[config.mk]
export PLATFORM = sky130hd
export DESIGN_NAME = wsg_phase
export DESIGN_NICKNAME = d
export VERILOG_FILES = /design/src/rtl/wsg_pkg.sv /design/src/rtl/wsg_phase.sv
export SDC_FILE = /design/constraint.sdc
export NUM_CORES = 1
export LEC_CHECK = 0
export BUFFER_PORTS_ARGS = -buffer_cell sky130_fd_sc_hd__buf_2
export CAP_MARGIN = 40
export CORE_UTILIZATION = 57
export DETAILED_ROUTE_END_ITERATION = 16
export MAX_ROUTING_LAYER = met4
export PLACE_DENSITY = 0.85
export RECOVER_POWER = 25
export SKIP_LAST_GASP = 1
export SLEW_MARGIN = 20
export SYNTH_ARGS = -nofsm -noshare
export SYNTH_HDL_FRONTEND = slang
export SYNTH_SLANG_ARGS = --single-unit
[constraint.sdc]
create_clock -name clk -period 6.9 [get_ports clk]
set_input_delay 0.345 -clock clk [delete_from_list [all_inputs] [get_ports clk]]
set_output_delay 0.345 -clock clk [all_outputs]
set_load 0.1 [all_outputs]
[src/rtl/wsg_pkg.sv]
// ----------------------------------------------------------------------------
// Waveform sample generator package
// Shared widths, codes, pipeline stage names and the sine table builder.
// ----------------------------------------------------------------------------
package wsg_pkg;

  // Fixed field widths
  localparam int TIME_BITS      = 32;
  localparam int REG_BITS       = 32;
  localparam int AMP_BITS       = 15;
  localparam int WF_BITS        = 2;
  localparam int CFG_ADDR_BITS  = 4;

  // Number formats
  localparam int PHASE_BITS      = 32;
  localparam int SAMPLE_BITS     = 16;
  localparam int SINE_TABLE_BITS = 10;
  localparam int Q_FRAC          = 30;
  localparam int ENTRY_BITS      = Q_FRAC + 1;
  localparam int QW              = PHASE_BITS - 2;
  localparam int IDX_SHIFT       = QW - SINE_TABLE_BITS;
  localparam int IDX_BITS        = SINE_TABLE_BITS + 1;
  localparam int TAB_N           = 1 << SINE_TABLE_BITS;
  localparam int TRI_PROD_BITS   = AMP_BITS + QW + 2;
  localparam int SIN_PROD_BITS   = AMP_BITS + ENTRY_BITS + 1;
  localparam int SAMPLE_LIM      = (1 << (SAMPLE_BITS - 1)) - 1;
  localparam logic [63:0] HALF_PI_Q30 = 64'd1686629713;

  typedef logic [TIME_BITS-1:0]          time_t;
  typedef logic [REG_BITS-1:0]           reg_t;
  typedef logic [AMP_BITS-1:0]           amp_t;
  typedef logic [PHASE_BITS-1:0]         phase_t;
  typedef logic [QW:0]                   qmag_t;
  typedef logic [IDX_BITS-1:0]           idx_t;
  typedef logic [ENTRY_BITS-1:0]         entry_t;
  typedef logic [TRI_PROD_BITS-1:0]      tri_prod_t;
  typedef logic [SIN_PROD_BITS-1:0]      sin_prod_t;
  typedef logic signed [SAMPLE_BITS-1:0] sample_t;
  typedef entry_t                        sine_rom_t [0:TAB_N];

  localparam qmag_t     QUARTER   = qmag_t'(1) << QW;
  localparam qmag_t     IDX_HALF  = qmag_t'(1) << (IDX_SHIFT - 1);
  localparam tri_prod_t TRI_RND   = tri_prod_t'(1) << (QW - 1);
  localparam sin_prod_t SIN_RND   = sin_prod_t'(1) << (Q_FRAC - 1);
  localparam sample_t   SAMPLE_MIN = sample_t'(1) << (SAMPLE_BITS - 1);

  typedef enum logic [WF_BITS-1:0] {
    WAVE_SINE   = 2'd0,
    WAVE_TRI    = 2'd1,
    WAVE_SQUARE = 2'd2,
    WAVE_ZERO   = 2'd3
  } wave_t;

  typedef enum logic [1:0] {
    REG_PHASE_STEP   = 2'd0,
    REG_PHASE_OFFSET = 2'd1,
    REG_AMPLITUDE    = 2'd2
  } reg_idx_t;

  // Pipeline stages
  localparam int NSTAGE = 6;
  localparam int ST_MUL = 0;  // time * step
  localparam int ST_PH  = 1;  // add offset
  localparam int ST_IDX = 2;  // fold quadrant, table index
  localparam int ST_ROM = 3;  // table read, triangle product
  localparam int ST_SCL = 4;  // sine product, triangle rounding
  localparam int ST_OUT = 5;  // select, clamp, sign

  typedef struct packed {
    reg_t phase_step;
    reg_t phase_offset;
    amp_t amplitude;
  } cfg_t;

  typedef struct packed {
    logic [NSTAGE-1:0] ld;   // stage register loads this cycle
    logic [NSTAGE-1:0] vld;  // stage register holds a beat
  } pipe_ctl_t;

  typedef struct packed {
    phase_t ph;
    wave_t  wf;
  } ph_out_t;

  typedef struct packed {
    sin_prod_t sin_prod;
    amp_t      tri_mag;
    logic      neg;
    wave_t     wf;
  } shp_out_t;

  // Quarter-wave sine in Q30, built by a truncated integer Taylor series.
  function automatic sine_rom_t build_sine_rom();
    sine_rom_t          rom;
    logic [63:0]        x;
    logic [63:0]        term;
    logic signed [63:0] sum;
    logic signed [63:0] q_one;
    q_one = 64'sd1 <<< Q_FRAC;
    for (int k = 0; k <= TAB_N; k++) begin
      x    = (HALF_PI_Q30 * 64'(k)) >> SINE_TABLE_BITS;
      term = x;
      sum  = signed'(x);
      for (int n = 1; n <= 10; n++) begin
        term = (term * x) >> Q_FRAC;
        term = ((term * x) >> Q_FRAC) / 64'((2 * n) * (2 * n + 1));
        if (n[0]) begin
          sum = sum - signed'(term);
        end else begin
          sum = sum + signed'(term);
        end
      end
      if (sum < 0) begin
        sum = 0;
      end
      if (sum > q_one) begin
        sum = q_one;
      end
      rom[k] = entry_t'(sum);
    end
    return rom;
  endfunction

endpackage

[src/rtl/wsg_phase.sv]
// ----------------------------------------------------------------------------
// Waveform sample generator phase stages
// Multiplies the sample time by the phase step, then adds the phase offset.
// ----------------------------------------------------------------------------
module wsg_phase (
  input  logic                  clk,
  input  wsg_pkg::pipe_ctl_t    ctl,
  input  wsg_pkg::cfg_t         cfg,
  input  wsg_pkg::time_t        time_ticks,
  input  wsg_pkg::wave_t        waveform,
  output wsg_pkg::ph_out_t      ph_out
);

  logic [63:0]     prod_full;
  wsg_pkg::phase_t prod_r;
  wsg_pkg::wave_t  wf_a_r;
  wsg_pkg::phase_t ph_r;
  wsg_pkg::wave_t  wf_b_r;

  assign prod_full = 64'(time_ticks) * 64'(cfg.phase_step);

  always_ff @(posedge clk) begin
    if (ctl.ld[wsg_pkg::ST_MUL]) begin
      prod_r <= wsg_pkg::phase_t'(prod_full);
      wf_a_r <= waveform;
    end
  end

  // Phase wraps modulo one full cycle by dropping the carry.
  always_ff @(posedge clk) begin
    if (ctl.ld[wsg_pkg::ST_PH]) begin
      ph_r   <= prod_r + wsg_pkg::phase_t'(cfg.phase_offset);
      wf_b_r <= wf_a_r;
    end
  end

  assign ph_out.ph = ph_r;
  assign ph_out.wf = wf_b_r;

endmodule

==> impl_metrics.csv <==
group,metric,value,unit
setup_path,path_common_cell,"fa_1",
timing,fmax,151.3,MHz
floorplan,initial_core_util,58.23,%
route,totalWireLength,44.74,mm
timing,finalHoldViolCount,0,
clock_network,htree_levels,3,
yosys,ys_seq_area_share,10.72,%
final_layout,insertedDiodeCount,0,
setup_path,critical_path_class,"primary input to register",
final_layout,layout-drive-gt1-share,10.16,%
status,failed_checks,"capacitance limit, slew limit",
setup_path,crit_path_max_incr_delay,0.60,ns
timing,tightest_slew,1.863,ns
setup_path,crit_slowest_cell,"fa_1",
route,drt-wirelength-per-cell,17.49,um
clock_network,clk_path_buf_depth,2,
timing,setup_ws,0.2919,ns
setup_path,r2r_cells,14,
placed_design,post-place-ws,-0.01024,ns
clock_network,clk_latency,0.33,ns
route,vias_per_cell,5.403,
setup_path,arrival,6.69,ns
status,outcome,"complete, but fails checks",
yosys,syn_area_per_cell,9.530,sq um
timing,setup_viol,0,
timing,whs,0.1959,ns
setup_path,r2r_setup_slack,3.44,ns
route,vias,13820,
yosys,synth_flop_cell,"edfxtp_1",
floorplan,ios,160,
clock_network,cts_root_buf,"clkbuf_16",
yosys,syn-instance-count,1998,
clock_network,cts_inserted_buffers,9,
timing,max_slew_margin,-24.17,%
yosys,synth_warnings,0,
placed_design,gp_congestion,0.9454,
timing,min_period,6.608,ns
placed_design,port_buffers,134,
floorplan,die_w,184.8,um
route,firstDrtPassIters,8,
final_layout,final.fill_count,2564,
grt,grt_overflow,0,
run,drv_cap,2,
final_layout,areaGrowthSynthToFinish,8.595,%
clock_network,cts_resized,0,
timing,skew,0.007223,ns
yosys,syn_nets,2687,
yosys,ys_ff_latch,68,
setup_path,crit_path_cell_trace,"buf_2, nand2_1, fa_1, fa_1, fa_1, fa_1, inv_1, fa_1, inv_1, fa_1, fa_1, fa_1, inv_1, ha_1, a21o_1, a21oi_1, nor2_1, nor2_1, o21ai_0, a211o_1, nand2_1, nand2_1, a21oi_1, xnor2_1",
placed_design,hpwlAfterDp,38.08,mm
clock_network,post-cts-setup-buffer-count,0,
clock_network,clk_pin_slew,0.06,ns
clock_network,hold_buffers,0,
final_layout,finalNetCount,2800,
final_layout,multi_input_area,15130,sq um
clock_network,cts_tree,"yes",
final_layout,regArea,2042,sq um
timing,final_max_slew_viol_count,70,
setup_path,r2r_start,"prod_r[0]$_DFFE_PP_",
timing,rsz0062_at_grt,"false",
grt,grt_pass1_vias,14920,
grt,grt_max_degree,35,
hold_path,holdCritStartpoint,"waveform[1]",
setup_path,worstReg2RegEnd,"ph_r[30]$_DFFE_PP_",
timing,fin_crit_sh,95.77,%
floorplan,fp-row-count,66,
grt,antenna_found_initial,0,
route,ant_nets,0,
grt,track_usage,28.71,%
floorplan,dieArea,34140,sq um
route,post-route-drc-count,0,
yosys,synth-edff-count,68,
yosys,synth_cell_types,50,
route,drt_iter0_drc,992,
final_layout,final_cell_mix,"411 x inv_1, 409 x fa_1, 278 x nand2_1",
floorplan,core,32700,sq um
setup_path,required,6.98,ns
grt,grt_pass1_wl,73.33,mm
final_layout,final_common_cell,"inv_1",
floorplan,die_y,184.8,um
setup_path,critPathLaunchType,"primary input",
clock_network,clkSinkCount,68,
hold_path,hold_path_end,"wf_a_r[1]$_DFFE_PP_",
final_layout,finalCoreUtilization,63.23,%
hold_path,hold_class,"primary input to register",
yosys,netlist_area,19040,sq um
yosys,postSynth.asyncResetShare,0,%
setup_path,path_max_fanout,25,
hold_path,min_path_cells,1,
setup_path,critPathCaptureType,"register",
## metrics by stage
stage / instances / instance area (sq um) / setup TNS [ns]
2_1_floorplan: 1998 / 19040 / 0
3_5_place_dp: 2542 / 20400 / -0.01024
3_3_place_gp: 2542 / 20400 / 0
6_report: 2558 / 20680 / 0
4_1_cts: 2558 / 20680 / 0
5_1_grt: 2558 / 20680 / 0
## sequential cells by signal, summed over array words and instances, names as in the netlist
register	count
ph_r	32
prod_r	32
wf_a_r	2
wf_b_r	2
## critical path: cells and delay by family
family / cells / cell delay (ns)
XOR/XNOR: 1 / 0.08
adder cells (fa/ha/maj): 9 / 4.37
AND/OR/NAND/NOR: 5 / 0.38
buffers and inverters: 4 / 0.53
AO/OA/AOI/OAI: 5 / 0.96
## logic make-up (layout without fill, tap and decap cells)
kind of cell | Yosys count | after routing | share of synthesized area [%]
muxes | 1 | 1 | 0.05257
xor gates and xnor gates | 114 | 114 | 5.244
AOI/OAI and AO/OA | 130 | 130 | 4.613
buffers and inverters | 497 | 615 | 9.798
and+or+nand+nor | 625 | 625 | 16.45
DFF | 68 | 68 | 10.72
adders and majority gates | 563 | 563 | 53.12
## per-layer routing
metal  wire length [um]  global-route usage (%)  up-vias
li1                   -                       -     6175
met1              17690                   35.62     6880
met2              21400                   46.54      629
met3               3781                   4.994      138
met4               1876                   12.17        0
met5                  0                       -        -
## synthesized netlist by cell type, types with 4 or more instances
cell / number / area, sq um
a21oi_2: 6 / 52.55
o21ai_0: 17 / 85.08
nand2_1: 278 / 1044
o21a_1: 8 / 60.06
a21o_1: 22 / 165.2
clkbuf_1: 85 / 319.1
ha_1: 154 / 1927
a21oi_1: 45 / 225.2
nand3_1: 12 / 60.06
nand4_1: 4 / 25.02
fa_1: 409 / 8188
inv_1: 411 / 1543
nor2_1: 28 / 105.1
nor3_1: 7 / 35.03
edfxtp_1: 68 / 2042
xnor2_1: 88 / 770.7
xor2_1: 26 / 227.7
o21bai_1: 9 / 67.56
nor4_1: 4 / 25.02
nand2b_1: 10 / 62.56
and2_1: 270 / 1689
## layout make-up
| cell class | instances | share of cell area, % |
|---|---|---|
| multi-input cells | 1433 | 73.19 |
| flip-flops and latches | 68 | 9.875 |
| inverters | 411 | 7.461 |
| repair buffers | 188 | 5.428 |
| well taps | 442 | 2.675 |
| clock buffers | 10 | 1.107 |
| clock inverters | 6 | 0.2662 |
## how the worst max path moves through the flow
stage,startpoint,end,slack [ns],cells past startpoint
3_5_place_dp,cfg[50],prod_r[31]$_DFFE_PP_,-0.01,26
2_1_floorplan,time_ticks[12],prod_r[28]$_DFFE_PP_,0.18,27
6_report,cfg[50],prod_r[30]$_DFFE_PP_,0.29,24
4_1_cts,cfg[50],prod_r[28]$_DFFE_PP_,0.31,24
3_3_place_gp,cfg[50],prod_r[31]$_DFFE_PP_,0.09,26
5_1_grt,cfg[50],prod_r[30]$_DFFE_PP_,0.009,24
Power is left out: the tool's default activity adds up to more than one toggle a clock period on the data nets, which glitch-free logic cannot reach.
