File: config.mk
export PLATFORM = sky130hd
export DESIGN_NAME = wsg_cfg
export DESIGN_NICKNAME = d
export VERILOG_FILES = /design/src/rtl/wsg_pkg.sv /design/src/rtl/wsg_cfg.sv
export SDC_FILE = /design/constraint.sdc
export NUM_CORES = 1
export LEC_CHECK = 0
export BUFFER_PORTS_ARGS = -buffer_cell sky130_fd_sc_hd__buf_2
export CORE_UTILIZATION = 43
export DETAILED_ROUTE_END_ITERATION = 6
export PLACE_DENSITY = 0.74
export SYNTH_ARGS = -nofsm -noshare
export SYNTH_HDL_FRONTEND = slang
export SYNTH_SLANG_ARGS = --single-unit
File: constraint.sdc
create_clock -name clk -period 1.2 [get_ports clk]
set_input_delay 0.12 -clock clk [delete_from_list [all_inputs] [get_ports clk]]
set_output_delay 0.12 -clock clk [all_outputs]
set_load 0.01 [all_outputs]
File: src/rtl/wsg_pkg.sv
// ----------------------------------------------------------------------------
// Waveform sample generator package
// Shared widths, codes, pipeline stage names and the sine table builder.
// ----------------------------------------------------------------------------
package wsg_pkg;

  // Fixed field widths
  localparam int TIME_BITS      = 32;
  localparam int REG_BITS       = 32;
  localparam int AMP_BITS       = 15;
  localparam int WF_BITS        = 2;
  localparam int CFG_ADDR_BITS  = 4;

  // Number formats
  localparam int PHASE_BITS      = 32;
  localparam int SAMPLE_BITS     = 16;
  localparam int SINE_TABLE_BITS = 10;
  localparam int Q_FRAC          = 30;
  localparam int ENTRY_BITS      = Q_FRAC + 1;
  localparam int QW              = PHASE_BITS - 2;
  localparam int IDX_SHIFT       = QW - SINE_TABLE_BITS;
  localparam int IDX_BITS        = SINE_TABLE_BITS + 1;
  localparam int TAB_N           = 1 << SINE_TABLE_BITS;
  localparam int TRI_PROD_BITS   = AMP_BITS + QW + 2;
  localparam int SIN_PROD_BITS   = AMP_BITS + ENTRY_BITS + 1;
  localparam int SAMPLE_LIM      = (1 << (SAMPLE_BITS - 1)) - 1;
  localparam logic [63:0] HALF_PI_Q30 = 64'd1686629713;

  typedef logic [TIME_BITS-1:0]          time_t;
  typedef logic [REG_BITS-1:0]           reg_t;
  typedef logic [AMP_BITS-1:0]           amp_t;
  typedef logic [PHASE_BITS-1:0]         phase_t;
  typedef logic [QW:0]                   qmag_t;
  typedef logic [IDX_BITS-1:0]           idx_t;
  typedef logic [ENTRY_BITS-1:0]         entry_t;
  typedef logic [TRI_PROD_BITS-1:0]      tri_prod_t;
  typedef logic [SIN_PROD_BITS-1:0]      sin_prod_t;
  typedef logic signed [SAMPLE_BITS-1:0] sample_t;
  typedef entry_t                        sine_rom_t [0:TAB_N];

  localparam qmag_t     QUARTER   = qmag_t'(1) << QW;
  localparam qmag_t     IDX_HALF  = qmag_t'(1) << (IDX_SHIFT - 1);
  localparam tri_prod_t TRI_RND   = tri_prod_t'(1) << (QW - 1);
  localparam sin_prod_t SIN_RND   = sin_prod_t'(1) << (Q_FRAC - 1);
  localparam sample_t   SAMPLE_MIN = sample_t'(1) << (SAMPLE_BITS - 1);

  typedef enum logic [WF_BITS-1:0] {
    WAVE_SINE   = 2'd0,
    WAVE_TRI    = 2'd1,
    WAVE_SQUARE = 2'd2,
    WAVE_ZERO   = 2'd3
  } wave_t;

  typedef enum logic [1:0] {
    REG_PHASE_STEP   = 2'd0,
    REG_PHASE_OFFSET = 2'd1,
    REG_AMPLITUDE    = 2'd2
  } reg_idx_t;

  // Pipeline stages
  localparam int NSTAGE = 6;
  localparam int ST_MUL = 0;  // time * step
  localparam int ST_PH  = 1;  // add offset
  localparam int ST_IDX = 2;  // fold quadrant, table index
  localparam int ST_ROM = 3;  // table read, triangle product
  localparam int ST_SCL = 4;  // sine product, triangle rounding
  localparam int ST_OUT = 5;  // select, clamp, sign

  typedef struct packed {
    reg_t phase_step;
    reg_t phase_offset;
    amp_t amplitude;
  } cfg_t;

  typedef struct packed {
    logic [NSTAGE-1:0] ld;   // stage register loads this cycle
    logic [NSTAGE-1:0] vld;  // stage register holds a beat
  } pipe_ctl_t;

  typedef struct packed {
    phase_t ph;
    wave_t  wf;
  } ph_out_t;

  typedef struct packed {
    sin_prod_t sin_prod;
    amp_t      tri_mag;
    logic      neg;
    wave_t     wf;
  } shp_out_t;

  // Quarter-wave sine in Q30, built by a truncated integer Taylor series.
  function automatic sine_rom_t build_sine_rom();
    sine_rom_t          rom;
    logic [63:0]        x;
    logic [63:0]        term;
    logic signed [63:0] sum;
    logic signed [63:0] q_one;
    q_one = 64'sd1 <<< Q_FRAC;
    for (int k = 0; k <= TAB_N; k++) begin
      x    = (HALF_PI_Q30 * 64'(k)) >> SINE_TABLE_BITS;
      term = x;
      sum  = signed'(x);
      for (int n = 1; n <= 10; n++) begin
        term = (term * x) >> Q_FRAC;
        term = ((term * x) >> Q_FRAC) / 64'((2 * n) * (2 * n + 1));
        if (n[0]) begin
          sum = sum - signed'(term);
        end else begin
          sum = sum + signed'(term);
        end
      end
      if (sum < 0) begin
        sum = 0;
      end
      if (sum > q_one) begin
        sum = q_one;
      end
      rom[k] = entry_t'(sum);
    end
    return rom;
  endfunction

endpackage

File: src/rtl/wsg_cfg.sv
// ----------------------------------------------------------------------------
// Waveform sample generator register file
// APB-style write and read access to phase step, phase offset and amplitude.
// ----------------------------------------------------------------------------
module wsg_cfg (
  input  logic                               clk,
  input  logic                               rst_n,
  input  logic                               cfg_psel,
  input  logic                               cfg_penable,
  input  logic                               cfg_pwrite,
  input  logic [wsg_pkg::CFG_ADDR_BITS-1:0]  cfg_paddr,
  input  logic [wsg_pkg::REG_BITS-1:0]       cfg_pwdata,
  output logic [wsg_pkg::REG_BITS-1:0]       cfg_prdata,
  output logic                               cfg_pready,
  output wsg_pkg::cfg_t                      cfg
);

  wsg_pkg::cfg_t cfg_r;
  wsg_pkg::cfg_t cfg_nxt;
  logic          wr_en;
  logic [1:0]    reg_sel;

  assign cfg_pready = 1'b1;
  assign wr_en      = cfg_psel && cfg_penable && cfg_pwrite;
  assign reg_sel    = cfg_paddr[3:2];

  always_comb begin
    cfg_nxt = cfg_r;
    if (wr_en) begin
      unique case (reg_sel)
        wsg_pkg::REG_PHASE_STEP:   cfg_nxt.phase_step   = cfg_pwdata;
        wsg_pkg::REG_PHASE_OFFSET: cfg_nxt.phase_offset = cfg_pwdata;
        wsg_pkg::REG_AMPLITUDE:    cfg_nxt.amplitude    = cfg_pwdata[wsg_pkg::AMP_BITS-1:0];
        default:                   cfg_nxt = cfg_r;
      endcase
    end
  end

  always_comb begin
    unique case (reg_sel)
      wsg_pkg::REG_PHASE_STEP:   cfg_prdata = cfg_r.phase_step;
      wsg_pkg::REG_PHASE_OFFSET: cfg_prdata = cfg_r.phase_offset;
      wsg_pkg::REG_AMPLITUDE:    cfg_prdata = wsg_pkg::REG_BITS'(cfg_r.amplitude);
      default:                   cfg_prdata = '0;
    endcase
  end

  always_ff @(posedge clk) begin
    if (!rst_n) begin
      cfg_r <= '0;
    end else begin
      cfg_r <= cfg_nxt;
    end
  end

  assign cfg = cfg_r;

endmodule

==> impl_metrics.csv <==
group,metric,value,unit
floorplan,floorplan.io_pins,153,
critical_path,worst_setup_path_start_kind,"register",
synthesis,ys_ff_latch,79,
worst_hold_path,timing.hold.worst_path_depth,3,
critical_path,timing.critical_path.slowest_stage_cell,"sky130_fd_sc_hd__dfxtp_2",
clocking,cts_buffers,9,
clocking,cts_num_sinks,79,
critical_path,critPathMaxFanout,2,
synthesis,mappedNetlistArea,3520,um^2
clocking,clk_pin_slew_worst_paths,0.09,ns
sta,finalMaxSlewViolations,0,
grt,global_routing_usage_summed_across_all_routing_layers,0.215,
cells_and_area,regArea,1650,um^2
synthesis,post_synthesis_mean_instance_area,9.13,um^2
critical_path,timing.reg2reg.worst_path_depth,3,
routing,avgRoutedWirePerCell,14.4,um
cells_and_area,layout.nets,591,
sta,final.min_clock_period,1.21,ns
run_status,run_status,"finished, violations left",
grt,overflow_left_after_global_routing,0,
sta,timing.hold.ws,0.0214,ns
routing,drt_first_iter_violations,90,
worst_hold_path,hp-class,"in -> reg",
sta,clock_skews,0,ns
critical_path,cp.buffers_inverters,1,
power,worst_ir_drop_vdd,583,uV
clocking,maximum_buffer_depth_of_the_clock_tree,2,
floorplan,placementRows,32,
floorplan,core-area,7810,um^2
synthesis,synth_top_cell_area_share,0.450,
routing,detailroute.via_count,3251,
cells_and_area,multi_input_area,1780,um^2
synthesis,synth_nets,426,
critical_path,crit_arrival,1.09,ns
critical_path,regToRegSetupSlack,0.49,ns
critical_path,critPathTopFamily,"flip-flops",
critical_path,reg2reg_launch_point,"cfg[35]$_SDFFE_PN0P_",
floorplan,die_area,8540,um^2
routing,detailedRoute.firstPassIterationCount,4,
synthesis,synth_seq_area_share,0.450,
clocking,tritoncts,"built",
routing,ant_nets,0,
synthesis,synth.area.top_cells,"sky130_fd_sc_hd__dfxtp_1 45%, sky130_fd_sc_hd__mux2i_1 32%, sky130_fd_sc_hd__nand2_1 13%",
synthesis,synth-warning-count,0,
cells_and_area,flow.area_growth_from_synthesis,37.6,%
placement,port_buffers,149,
critical_path,worstPathCellList,"mux2i_1 -> o21ai_1 -> buf_2",
clocking,htree_levels,3,
synthesis,synth_top_area_cell,"sky130_fd_sc_hd__dfxtp_1",
cells_and_area,largest_register_ff_count,79,
clocking,clock_latency,0.34,ns
power,p_leak,0.00252,uW
routing,remaining_drc_errors,0,
sta,finalHoldViolations,0,
critical_path,worst_r2r_endpoint,"cfg[35]$_SDFFE_PN0P_",
worst_hold_path,hp-start,"cfg_pwdata[22]",
grt,maximum_number_of_pins_on_one_net_before_global_route_repair,74,
worst_hold_path,min_to,"cfg[37]$_SDFFE_PN0P_",
synthesis,yosys_cell_types,16,
power,power.density_cell_area,1070,nW/um^2
grt,global_route_wire_length_before_repair,14.5,mm
placement,gpl.final_weighted_congestion,0.769,
placement,place_hpwl,6.67,mm
cells_and_area,layout.core_utilization,0.620,
floorplan,floorplan.initialDensity,0.450,
cells_and_area,antennaDiodeCount,0,
critical_path,setup.worst_path.class,"reg -> out",
sta,fmaxAchievable,827,MHz
cells_and_area,final_layout_fill_cell_count,689,
critical_path,critical_path.endpoint_type,"output port",
clocking,ctsRootBufferMaster,"sky130_fd_sc_hd__clkbuf_8",
synthesis,cells_after_synth,385,
floorplan,die_width,92.4,um
sta,final_min_period_over_clock_period,1.01,
sta,grt_setup_unrepaired,"true",
placement,place_ws,-0.139,ns
floorplan,floorplan.die.height,92.4,um
sta,setup_viol_count_final,1,
sta,setup_slack,-0.00928,ns
cells_and_area,fraction_of_final_layout_cells_with_drive_strength_greater_than_1,0.461,
routing,post_drt_via_cell_ratio,4.95,
run_status,violations,"negative setup slack",
grt,grt_pass1_vias,3034,
grt,antenna_found_initial,0,
job,maxCapViolations,0,
critical_path,worst_ep_required_time,1.08,ns
routing,wirelength,9.48,mm
critical_path,max_stage_delay,0.33,ns
## where the power goes
group	switching, uW	total, uW	internal (uW)
combinational	266	471	205
clock	982	2010	1020
sequential	25.9	2680	2660
total	1270	5160	3880
## synthesized netlist by cell type
| cell | number |
|---|---|
| sky130_fd_sc_hd__nand2_1 | 126 |
| sky130_fd_sc_hd__clkbuf_1 | 14 |
| sky130_fd_sc_hd__nor2b_1 | 1 |
| sky130_fd_sc_hd__conb_1 | 1 |
| sky130_fd_sc_hd__dfxtp_1 | 79 |
| sky130_fd_sc_hd__mux2i_1 | 111 |
| sky130_fd_sc_hd__o21ai_0 | 15 |
| sky130_fd_sc_hd__buf_6 | 3 |
| sky130_fd_sc_hd__buf_2 | 7 |
| sky130_fd_sc_hd__nand3_1 | 1 |
| sky130_fd_sc_hd__nor3b_1 | 1 |
| sky130_fd_sc_hd__nor2_1 | 17 |
| sky130_fd_sc_hd__buf_4 | 6 |
| sky130_fd_sc_hd__buf_1 | 1 |
| sky130_fd_sc_hd__nor3_2 | 1 |
| sky130_fd_sc_hd__or3b_1 | 1 |
## metrics by stage
step	TNS, ns	cell area [um^2]	instances	power [uW]
6_report	-0.00928	4840	657	5160
5_1_grt	-0.184	4840	657	5350
4_1_cts	-0.0117	4670	642	5180
3_5_place_dp	-4.09	4440	626	3190
3_3_place_gp	-2.49	4440	626	3180
2_1_floorplan	0	3520	385	3000
## how the worst max path moves through the flow
stage | end | depth (start not counted) | startpoint
global route | cfg_prdata[12] | 3 | cfg[27]$_SDFFE_PN0P_
floorplan | cfg[16]$_SDFFE_PN0P_ | 5 | cfg_paddr[3]
global placement | cfg[16]$_SDFFE_PN0P_ | 5 | cfg_pwrite
CTS | cfg_prdata[13] | 3 | cfg[28]$_SDFFE_PN0P_
detailed placement | cfg[45]$_SDFFE_PN0P_ | 5 | cfg_pwrite
finish | cfg_prdata[13] | 3 | cfg[60]$_SDFFE_PN0P_
## cell usage in the layout, fill, tap and decap left out
master                       count
sky130_fd_sc_hd__dfxtp_1        28
sky130_fd_sc_hd__clkinvlp_4      3
sky130_fd_sc_hd__buf_4          30
sky130_fd_sc_hd__o21ai_0         5
sky130_fd_sc_hd__conb_1          1
sky130_fd_sc_hd__bufinv_16       1
sky130_fd_sc_hd__clkinv_4        2
sky130_fd_sc_hd__mux2i_1       111
sky130_fd_sc_hd__nor2b_2         1
sky130_fd_sc_hd__nand2_1       126
sky130_fd_sc_hd__or3b_2          1
sky130_fd_sc_hd__nor3_4          1
sky130_fd_sc_hd__o21ai_1        10
sky130_fd_sc_hd__buf_12          4
sky130_fd_sc_hd__dfxtp_2        51
sky130_fd_sc_hd__buf_2         148
sky130_fd_sc_hd__nor3b_2         1
sky130_fd_sc_hd__nand3_1         1
sky130_fd_sc_hd__buf_6           3
sky130_fd_sc_hd__nor2_1         17
sky130_fd_sc_hd__clkbuf_8       10
## metal layers
metal	global-route usage	share of wire	vias up
met5	0	0	-
met3	0.0361	0.043	17
met2	0.372	0.50	93
met4	0.107	0.024	0
li1	-	-	1602
met1	0.255	0.43	1539
## worst reg2reg max path: stages (launching register included)
cell                      delay (ns)
sky130_fd_sc_hd__dfxtp_2        0.34
sky130_fd_sc_hd__buf_4          0.10
sky130_fd_sc_hd__nand2_1        0.05
sky130_fd_sc_hd__mux2i_1        0.15
## area by class of cell
type,count,area share
Timing Repair Buffer,185,0.223
Clock inverter,6,0.0145
Tap cell,102,0.0264
Sequential cell,79,0.340
Clock buffer,10,0.0284
Multi-Input combinational cell,275,0.367
## cells by family (layout without fill, tap and decap cells)
logic type             Yosys count  after routing  share of synthesized area
AO/OA/AOI/OAI                   15             15                     0.0214
buffers and inverters           31            201                     0.0484
flip-flops                      79             79                      0.450
multiplexers                   111            111                      0.316
other                            1              1                    0.00107
AND/OR/NAND/NOR                148            148                      0.163
## repair_timing
item | 4_1_cts | 5_1_grt
setup buffers | 0 | 15
hold buffers | 0 | 0
endpoints found under the setup margin | 10 | 28
hold endpoints to repair | 0 | 0
resized for setup | 21 | 44
pin swaps | 1 | 4
(Power assumes the default switching activity.)
